[src/rtl/core/unsorted_key_set_table_defines.svh]
// Assertion macros shared by the key set table RTL.
`ifndef UNSORTED_KEY_SET_TABLE_DEFINES_SVH
`define UNSORTED_KEY_SET_TABLE_DEFINES_SVH

// The consequent must hold in the same cycle as the antecedent.
`define UKS_ASSERT_NOW(label, ante, cons, msg) \
	label: assert property (@(posedge clk) disable iff (!arst_n) (ante) |-> (cons)) \
		else $error(msg);

// The consequent must hold in the cycle after the antecedent.
`define UKS_ASSERT_NEXT(label, ante, cons, msg) \
	label: assert property (@(posedge clk) disable iff (!arst_n) (ante) |=> (cons)) \
		else $error(msg);

`endif

[src/rtl/core/uksst_pkg.sv]
// Package with shared types and constants of the key set table.
`timescale 1ns / 1ps

package uksst_pkg;

	localparam int unsigned OPCODE_W = 2;
	localparam int unsigned KEY_PORT_W = 64;
	localparam int unsigned CAP_W = 6;
	localparam int unsigned POS_W = 5;

	localparam logic [OPCODE_W-1:0] OP_ADD = 2'd0;
	localparam logic [OPCODE_W-1:0] OP_REMOVE = 2'd1;
	localparam logic [OPCODE_W-1:0] OP_FIND = 2'd2;

	localparam logic [CAP_W-1:0] CAP_RESET = 6'd32;

	typedef struct packed {
		logic rd_en;
		logic wr_en;
	} uksst_mem_cmd_t;

endpackage

[src/rtl/core/unsorted_key_set_table.sv]
// Top level of the unordered key set table with linear search.
// A request is taken only in S_IDLE; S_SEARCH then compares one stored entry per cycle, in
// order, through the single read port of the key memory, and S_DONE registers the result once
// the response slot is free. A new request is stalled until the last one has been answered.
// Reset clears the entry count, the sequencer and the result register; the capacity register
// resets to 32. The key memory is not cleared and needs no clearing pass.
`timescale 1ns / 1ps
`include "unsorted_key_set_table_defines.svh"

module unsorted_key_set_table #(
	parameter int unsigned DEPTH = 32,
	parameter int unsigned KEY_BITS = 64
) (
	input  logic                               clk,
	input  logic                               arst_n,
	input  logic                               cfg_valid,
	output logic                               cfg_ready,
	input  logic [uksst_pkg::CAP_W-1:0]        capacity_limit,
	input  logic                               req_valid,
	output logic                               req_stall,
	input  logic [uksst_pkg::OPCODE_W-1:0]     opcode,
	input  logic [uksst_pkg::KEY_PORT_W-1:0]   key,
	output logic                               rsp_valid,
	input  logic                               rsp_stall,
	output logic                               hit,
	output logic [uksst_pkg::POS_W-1:0]        position,
	output logic [uksst_pkg::CAP_W-1:0]        element_count,
	output logic                               rejected_full
);

	localparam int unsigned IDX_W = $clog2(DEPTH);

	logic [uksst_pkg::CAP_W-1:0]  cap_q;
	uksst_pkg::uksst_mem_cmd_t    mem_cmd;
	logic [IDX_W-1:0]             rd_addr;
	logic [IDX_W-1:0]             wr_addr;
	logic [KEY_BITS-1:0]          wr_data;
	logic [KEY_BITS-1:0]          rd_data;

	assign cfg_ready = 1'b1;

	always_ff @(posedge clk or negedge arst_n) begin
		if (!arst_n) begin
			cap_q <= uksst_pkg::CAP_RESET;
		end else if (cfg_valid && cfg_ready) begin
			cap_q <= capacity_limit;
		end
	end

	uksst_ctrl #(
		.DEPTH(DEPTH),
		.KEY_BITS(KEY_BITS)
	) u_ctrl (
		.clk(clk),
		.arst_n(arst_n),
		.cap(cap_q),
		.req_valid(req_valid),
		.req_stall(req_stall),
		.opcode(opcode),
		.key(key),
		.rsp_valid(rsp_valid),
		.rsp_stall(rsp_stall),
		.hit(hit),
		.position(position),
		.element_count(element_count),
		.rejected_full(rejected_full),
		.mem_cmd(mem_cmd),
		.rd_addr(rd_addr),
		.wr_addr(wr_addr),
		.wr_data(wr_data),
		.rd_data(rd_data)
	);

	uksst_ram #(
		.DEPTH(DEPTH),
		.KEY_BITS(KEY_BITS)
	) u_ram (
		.clk(clk),
		.cmd(mem_cmd),
		.rd_addr(rd_addr),
		.wr_addr(wr_addr),
		.wr_data(wr_data),
		.rd_data(rd_data)
	);

	`UKS_ASSERT_NOW(a_rej_no_hit, rsp_valid && rejected_full, !hit, "Rejected add reports a hit.")
	`UKS_ASSERT_NOW(a_miss_pos_zero, rsp_valid && !hit, position == '0, "Miss with nonzero position.")
	`UKS_ASSERT_NEXT(a_busy_after_beat, req_valid && !req_stall, req_stall, "Request beat not followed by stall.")
	`UKS_ASSERT_NOW(a_no_rw_overlap, mem_cmd.wr_en, !mem_cmd.rd_en, "Key memory read and written together.")

endmodule

[src/rtl/core/uksst_ram.sv]
// Key storage memory with one registered read port and one write port.
`timescale 1ns / 1ps

module uksst_ram #(
	parameter int unsigned DEPTH = 32,
	parameter int unsigned KEY_BITS = 64
) (
	input  logic                       clk,
	input  uksst_pkg::uksst_mem_cmd_t  cmd,
	input  logic [$clog2(DEPTH)-1:0]   rd_addr,
	input  logic [$clog2(DEPTH)-1:0]   wr_addr,
	input  logic [KEY_BITS-1:0]        wr_data,
	output logic [KEY_BITS-1:0]        rd_data
);

	logic [KEY_BITS-1:0] mem_q [DEPTH];
	logic [KEY_BITS-1:0] rd_data_q;

	always_ff @(posedge clk) begin
		if (cmd.wr_en) begin
			mem_q[wr_addr] <= wr_data;
		end
	end

	always_ff @(posedge clk) begin
		if (cmd.rd_en) begin
			rd_data_q <= mem_q[rd_addr];
		end
	end

	assign rd_data = rd_data_q;

endmodule

[src/rtl/core/uksst_ctrl.sv]
// Search sequencer and result register of the key set table.
`timescale 1ns / 1ps

module uksst_ctrl #(
	parameter int unsigned DEPTH = 32,
	parameter int unsigned KEY_BITS = 64
) (
	input  logic                                clk,
	input  logic                                arst_n,
	input  logic [uksst_pkg::CAP_W-1:0]         cap,
	input  logic                                req_valid,
	output logic                                req_stall,
	input  logic [uksst_pkg::OPCODE_W-1:0]      opcode,
	input  logic [uksst_pkg::KEY_PORT_W-1:0]    key,
	output logic                                rsp_valid,
	input  logic                                rsp_stall,
	output logic                                hit,
	output logic [uksst_pkg::POS_W-1:0]         position,
	output logic [uksst_pkg::CAP_W-1:0]         element_count,
	output logic                                rejected_full,
	output uksst_pkg::uksst_mem_cmd_t           mem_cmd,
	output logic [$clog2(DEPTH)-1:0]            rd_addr,
	output logic [$clog2(DEPTH)-1:0]            wr_addr,
	output logic [KEY_BITS-1:0]                 wr_data,
	input  logic [KEY_BITS-1:0]                 rd_data
);

	localparam int unsigned IDX_W = $clog2(DEPTH);
	localparam int unsigned CNT_W = $clog2(DEPTH + 1);
	localparam int unsigned WW = (CNT_W > uksst_pkg::CAP_W) ? CNT_W : uksst_pkg::CAP_W;
	localparam int unsigned PW = (IDX_W > uksst_pkg::POS_W) ? IDX_W : uksst_pkg::POS_W;

	typedef enum logic [1:0] {
		S_IDLE,
		S_SEARCH,
		S_DONE
	} state_t;

	state_t                          state_q;
	logic [uksst_pkg::OPCODE_W-1:0]  op_q;
	logic [KEY_BITS-1:0]             key_q;
	logic [IDX_W-1:0]                cmp_idx_q;
	logic                            hit_q;
	logic [IDX_W-1:0]                pos_q;
	logic [CNT_W-1:0]                count_q;
	logic                            rsp_valid_q;
	logic                            rsp_hit_q;
	logic [uksst_pkg::POS_W-1:0]     rsp_pos_q;
	logic [uksst_pkg::CAP_W-1:0]     rsp_count_q;
	logic                            rsp_rej_q;

	logic              req_fire;
	logic              slot_free;
	logic              match;
	logic              is_add;
	logic              is_rem;
	logic [IDX_W-1:0]  last_idx;
	logic [WW-1:0]     cap_ext;
	logic [WW-1:0]     depth_ext;
	logic [WW-1:0]     cap_eff;
	logic              room;
	logic              do_append;
	logic              do_move;
	logic [CNT_W-1:0]  count_next;
	logic [WW-1:0]     count_wide;
	logic [PW-1:0]     pos_wide;

	assign req_stall = (state_q != S_IDLE);
	assign req_fire = req_valid && !req_stall;
	assign slot_free = !rsp_valid_q || !rsp_stall;
	assign match = (rd_data == key_q);
	assign is_add = (op_q == uksst_pkg::OP_ADD);
	assign is_rem = (op_q == uksst_pkg::OP_REMOVE);
	assign last_idx = IDX_W'(count_q - CNT_W'(1));
	assign cap_ext = WW'(cap);
	assign depth_ext = WW'(DEPTH);
	assign cap_eff = (cap_ext > depth_ext) ? depth_ext : cap_ext;
	assign room = (WW'(count_q) < cap_eff);
	assign do_append = is_add && !hit_q && room;
	assign do_move = is_rem && hit_q;

	always_comb begin
		count_next = count_q;
		if (do_append) begin
			count_next = count_q + CNT_W'(1);
		end else if (do_move) begin
			count_next = count_q - CNT_W'(1);
		end
	end

	assign count_wide = WW'(count_next);
	assign pos_wide = PW'(pos_q);

	always_comb begin
		mem_cmd.wr_en = (state_q == S_DONE) && slot_free && (do_append || do_move);
		wr_addr = do_move ? pos_q : count_q[IDX_W-1:0];
		wr_data = do_move ? rd_data : key_q;
		mem_cmd.rd_en = 1'b0;
		rd_addr = '0;
		case (state_q)
			S_IDLE: begin
				mem_cmd.rd_en = req_fire && (count_q != '0);
			end
			S_SEARCH: begin
				if (match) begin
					mem_cmd.rd_en = (op_q == uksst_pkg::OP_REMOVE);
					rd_addr = last_idx;
				end else if (cmp_idx_q != last_idx) begin
					mem_cmd.rd_en = 1'b1;
					rd_addr = cmp_idx_q + IDX_W'(1);
				end
			end
			default: begin
				mem_cmd.rd_en = 1'b0;
			end
		endcase
	end

	always_ff @(posedge clk or negedge arst_n) begin
		if (!arst_n) begin
			state_q <= S_IDLE;
			op_q <= uksst_pkg::OP_FIND;
			key_q <= '0;
			cmp_idx_q <= '0;
			hit_q <= 1'b0;
			pos_q <= '0;
			count_q <= '0;
			rsp_valid_q <= 1'b0;
			rsp_hit_q <= 1'b0;
			rsp_pos_q <= '0;
			rsp_count_q <= '0;
			rsp_rej_q <= 1'b0;
		end else begin
			if (!rsp_stall && state_q != S_DONE) begin
				rsp_valid_q <= 1'b0;
			end
			case (state_q)
				S_IDLE: begin
					if (req_fire) begin
						op_q <= opcode;
						key_q <= key[KEY_BITS-1:0];
						cmp_idx_q <= '0;
						hit_q <= 1'b0;
						pos_q <= '0;
						state_q <= (count_q == '0) ? S_DONE : S_SEARCH;
					end
				end
				S_SEARCH: begin
					if (match) begin
						hit_q <= 1'b1;
						pos_q <= cmp_idx_q;
						state_q <= S_DONE;
					end else if (cmp_idx_q == last_idx) begin
						state_q <= S_DONE;
					end else begin
						cmp_idx_q <= cmp_idx_q + IDX_W'(1);
					end
				end
				S_DONE: begin
					if (slot_free) begin
						count_q <= count_next;
						rsp_valid_q <= 1'b1;
						rsp_hit_q <= hit_q;
						rsp_pos_q <= pos_wide[uksst_pkg::POS_W-1:0];
						rsp_count_q <= count_wide[uksst_pkg::CAP_W-1:0];
						rsp_rej_q <= is_add && !hit_q && !room;
						state_q <= S_IDLE;
					end
				end
				default: begin
					state_q <= S_IDLE;
				end
			endcase
		end
	end

	assign rsp_valid = rsp_valid_q;
	assign hit = rsp_hit_q;
	assign position = rsp_pos_q;
	assign element_count = rsp_count_q;
	assign rejected_full = rsp_rej_q;

endmodule
[config.mk]
export PLATFORM = sky130hd
export DESIGN_NAME = unsorted_key_set_table
export DESIGN_NICKNAME = d
export VERILOG_FILES = /design/src/rtl/core/uksst_pkg.sv /design/src/rtl/core/unsorted_key_set_table.sv /design/src/rtl/core/uksst_ram.sv /design/src/rtl/core/uksst_ctrl.sv
export VERILOG_INCLUDE_DIRS = /design/src /design/src/rtl/core
export SDC_FILE = /design/constraint.sdc
export NUM_CORES = 2
export LEC_CHECK = 0
export BUFFER_PORTS_ARGS = -buffer_cell sky130_fd_sc_hd__buf_4
export CAP_MARGIN = 0
export CORE_MARGIN = 2
export CORE_UTILIZATION = 45
export CTS_CLUSTER_DIAMETER = 30
export DETAILED_ROUTE_END_ITERATION = 12
export GPL_TIMING_DRIVEN = 0
export PLACE_DENSITY_LB_ADDON = 0.1
export SETUP_SLACK_MARGIN = 0.3
export SKIP_LAST_GASP = 1
export SLEW_MARGIN = 20
export SYNTH_ARGS = -nofsm -noshare
export SYNTH_HDL_FRONTEND = slang
export SYNTH_SLANG_ARGS = --single-unit
[constraint.sdc]
create_clock -name clk -period 6.3 [get_ports clk]
set_input_delay 0.315 -clock clk [delete_from_list [all_inputs] [get_ports clk]]
set_output_delay 0.315 -clock clk [all_outputs]
set_load 0.03 [all_outputs]
==> flow_metrics.env <==
export IMPL_grt_pass1_wl_mm=416
export IMPL_hold_end="u_ctrl.key_q[11]"
export IMPL_drv_slew=0
export IMPL_grt_max_degree=67
export IMPL_syn_inst=6338
export IMPL_drt_wl_total_mm=297
export IMPL_grt_antenna_before_repair=15
export IMPL_overflow=0
export IMPL_fillCellCount=15000
export IMPL_setup_viol=0
export IMPL_die_area_um2=197000
export IMPL_switching_share_pct=34.6
export IMPL_cts_tree="built"
export IMPL_hold_depth=4
export IMPL_yosysWarnings=0
export IMPL_numCtsBuffers=491
export IMPL_clock_path_buffers=4
export IMPL_status="complete, no violations"
export IMPL_grt_usage_pct=29.8
export IMPL_fin_crit_ps=5790
export IMPL_vias=58300
export IMPL_area_delta_synth_final_pct=28.1
export IMPL_hold_viol=0
export IMPL_power_share_clock_pct=41.1
export IMPL_finalCritPeriodShare_pct=91.9
export IMPL_clk_latency_ps=1020
export IMPL_syn_nets=6424
export IMPL_tightest_slew_ps=1160
export IMPL_synth_yosys_seq_area_share_pct=75.6
export IMPL_synth_seq_cells=2211
export IMPL_synth_cell_type_count=71
export IMPL_syn_cell_area_um2=87200
export IMPL_power_density_nw_per_um2=550
export IMPL_port_buffer_count=90
export IMPL_drc_errors=0
export IMPL_final_cell_mix="edfxtp_1, nand2_1, nand3_1"
export IMPL_first_pass_iters=9
export IMPL_p_leak_uw=0.0395
export IMPL_drive_gt1_share_pct=17.3
export IMPL_p_sw_uw=21300
export IMPL_maxCapViolCount=0
export IMPL_crit_reg2reg_launch="u_ctrl.key_q[0]"
export IMPL_fmax_mhz=173
export IMPL_utilization_pct=58.0
export IMPL_post_drt_wl_per_cell_um=29.5
export IMPL_worstPathMaxFanout=10
export IMPL_rsz0062_at_grt="no"
export IMPL_peakVddDrop_v=0.000352
export IMPL_core_area_um2=193000
export IMPL_rows=161
export IMPL_vias_per_cell=5.78
export IMPL_fp_dieW_um=444
export IMPL_postRouteAntennaNets=0
export IMPL_nets=7223
export IMPL_num_io_pins=93
export IMPL_synthFlopType="edfxtp_1"
export IMPL_worst_setup_path_start_kind="flop"
export IMPL_drt_iter0_drc=7452
export IMPL_path_class="flop to flop"
export IMPL_endpoint_kind="flop"
export IMPL_arrival_ps=6490
export IMPL_hold_start="key[11]"
export IMPL_comb_power_share_pct=26.5
export IMPL_gp_congestion=0.899
export IMPL_cp_required_ps=7000
export IMPL_seqPwrFrac_pct=32.4
export IMPL_syn_area_per_cell_um2=13.8
export IMPL_finClkSkew_ps=76.1
export IMPL_reg2reg_depth=13
export IMPL_clock_sinks=2211
export IMPL_clk_pin_slew_worst_paths_ps=50
export IMPL_slew_headroom_pct=22.6
export IMPL_internal_power_uw=40100
export IMPL_hpwl_mm=204
export IMPL_hold_path_class="input pin to flop"
export IMPL_reg2reg_slack_ps=510
export IMPL_initial_core_util_pct=45.3
export IMPL_synthArstFlopShare_pct=4.48
export IMPL_total_power_uw=61400
export IMPL_grt_pass1_vias=55900
export IMPL_r2r_end="u_ram.rd_data[0]"
export IMPL_cts_max_level=5
export IMPL_synth_edf_count=2112
export IMPL_final_common_cell="edfxtp_1"
export IMPL_cts_root_buf="clkbuf_16"
export IMPL_die_h_um=444
==> cell families (layout without fill, tap and decap cells) <==
group | Yosys count | after routing | synth area share (%)
DFF | 2211 | 2211 | 75.6
AOI/OAI and AO/OA | 614 | 614 | 5.14
adders and majority gates | 9 | 9 | 0.129
and+or+nand+nor | 2795 | 2795 | 13.6
other | 1 | 17 | 0.00430
muxes | 217 | 217 | 2.56
buffers and inverters | 409 | 1619 | 2.11
xor gates and xnor gates | 82 | 82 | 0.864
==> power by group through the flow <==
stage	Sequential [uW]	Combinational, uW	Clock, uW
3_3_place_gp	20200	15400	0
4_1_cts	19900	16000	25400
6_report	19900	16300	25200
5_1_grt	19900	17100	26200
3_5_place_dp	20100	15900	0
2_1_floorplan	19800	8390	0
==> cell usage after synthesis, types with 10 or more instances <==
cell,n,share of area (%)
edfxtp_1,2112,73
nand2_1,1969,8.5
nand3_1,525,3.0
a31oi_1,245,1.8
mux2i_1,182,2.1
clkbuf_1,178,0.77
buf_2,165,0.95
nand4_1,146,1.0
o211ai_1,114,0.98
dfrtp_1,97,2.8
xnor2_1,76,0.76
a32oi_1,62,0.62
a211oi_1,59,0.51
and2_1,58,0.42
o221ai_1,57,0.57
nor2_1,44,0.19
buf_1,33,0.14
mux2_2,30,0.39
o21ai_0,23,0.13
buf_4,18,0.16
inv_1,11,0.047
nand2b_1,10,0.072
==> per-stage QoR <==
stage | cell area, um^2 | worst slack (ps) | setup TNS [ps] | std cells | hold WS [ps]
6_report | 112000 | 510 | 0 | 10100 | 47.8
5_1_grt | 112000 | 579 | 0 | 10100 | 29.8
4_1_cts | 111000 | 235 | 0 | 10100 | 0.215
3_5_place_dp | 94100 | -373 | -11300 | 9080 | 217
3_3_place_gp | 91000 | -4880 | -7274150 | 8954 | 471
2_1_floorplan | 87200 | 413 | 0 | 6338 | 19.4
==> metal layers <==
| layer | global-route usage [%] | up-vias | part of all wire [%] |
|---|---|---|---|
| li1 | - | 25300 | - |
| met1 | 39.7 | 29400 | 40 |
| met2 | 46.3 | 2971 | 46 |
| met3 | 6.92 | 588 | 9.3 |
| met4 | 14.3 | 2 | 4.8 |
| met5 | 0 | - | 0.0047 |
==> state kept, by name, indices dropped and copies added, names as in the netlist, 5 cells and up <==
signal and cells:
u_ram.mem_q 2048, u_ctrl.key_q 64, u_ram.rd_data 64, cap_q 6, u_ctrl.count_q 6, u_ctrl.cmp_idx_q 5
u_ctrl.pos_q 5, u_ctrl.position 5
==> how the worst max path moves through the flow <==
| stage | startpoint | end | slack, ps | depth (start not counted) |
|---|---|---|---|---|
| finish | u_ctrl.key_q[0] | u_ram.rd_data[0] | 510 | 13 |
| global route | u_ctrl.key_q[0] | u_ram.rd_data[37] | 580 | 13 |
| CTS | u_ctrl.key_q[56] | u_ram.rd_data[37] | 230 | 12 |
| detailed placement | u_ctrl.key_q[8] | u_ram.rd_data[0] | -370 | 12 |
| global placement | u_ctrl.key_q[8] | u_ram.rd_data[32] | -4880 | 8 |
| floorplan | u_ctrl.count_q[0] | u_ram.mem_q[13][0] | 410 | 12 |
==> critical path: stages, from the launching register on <==
cell	delay, ps
dfrtp_1	450
xnor2_1	690
nand4_1	490
nor4_1	380
nand4_1	140
buf_4	230
buf_4	210
buf_6	160
o31ai_1	740
buf_2	490
clkbuf_1	900
nand3_1	280
nand4_1	180
o211ai_1	120
==> layout make-up <==
type                    count  area, um^2  area share [%]
diodes                     16        40.0          0.0359
multi-input cells        3718       19800            17.7
inverters                  11        41.3          0.0370
well taps                2526        3160            2.83
flip-flops and latches   2211       65900            59.0
clock inverters           335        3670            3.29
repair buffers            306        4390            3.93
plain buffers             398        1830            1.64
clock buffers             569       12800            11.5
==> repair_timing <==
action | in CTS | in global routing
resized for setup | 14 | 4
setup buffers | 0 | 1
hold buffers | 89 | 0
endpoints found under the setup margin | 64 | 59
endpoints found under the hold margin | 174 | 0
pin swaps | 0 | 1
(Power assumes the default switching activity.)
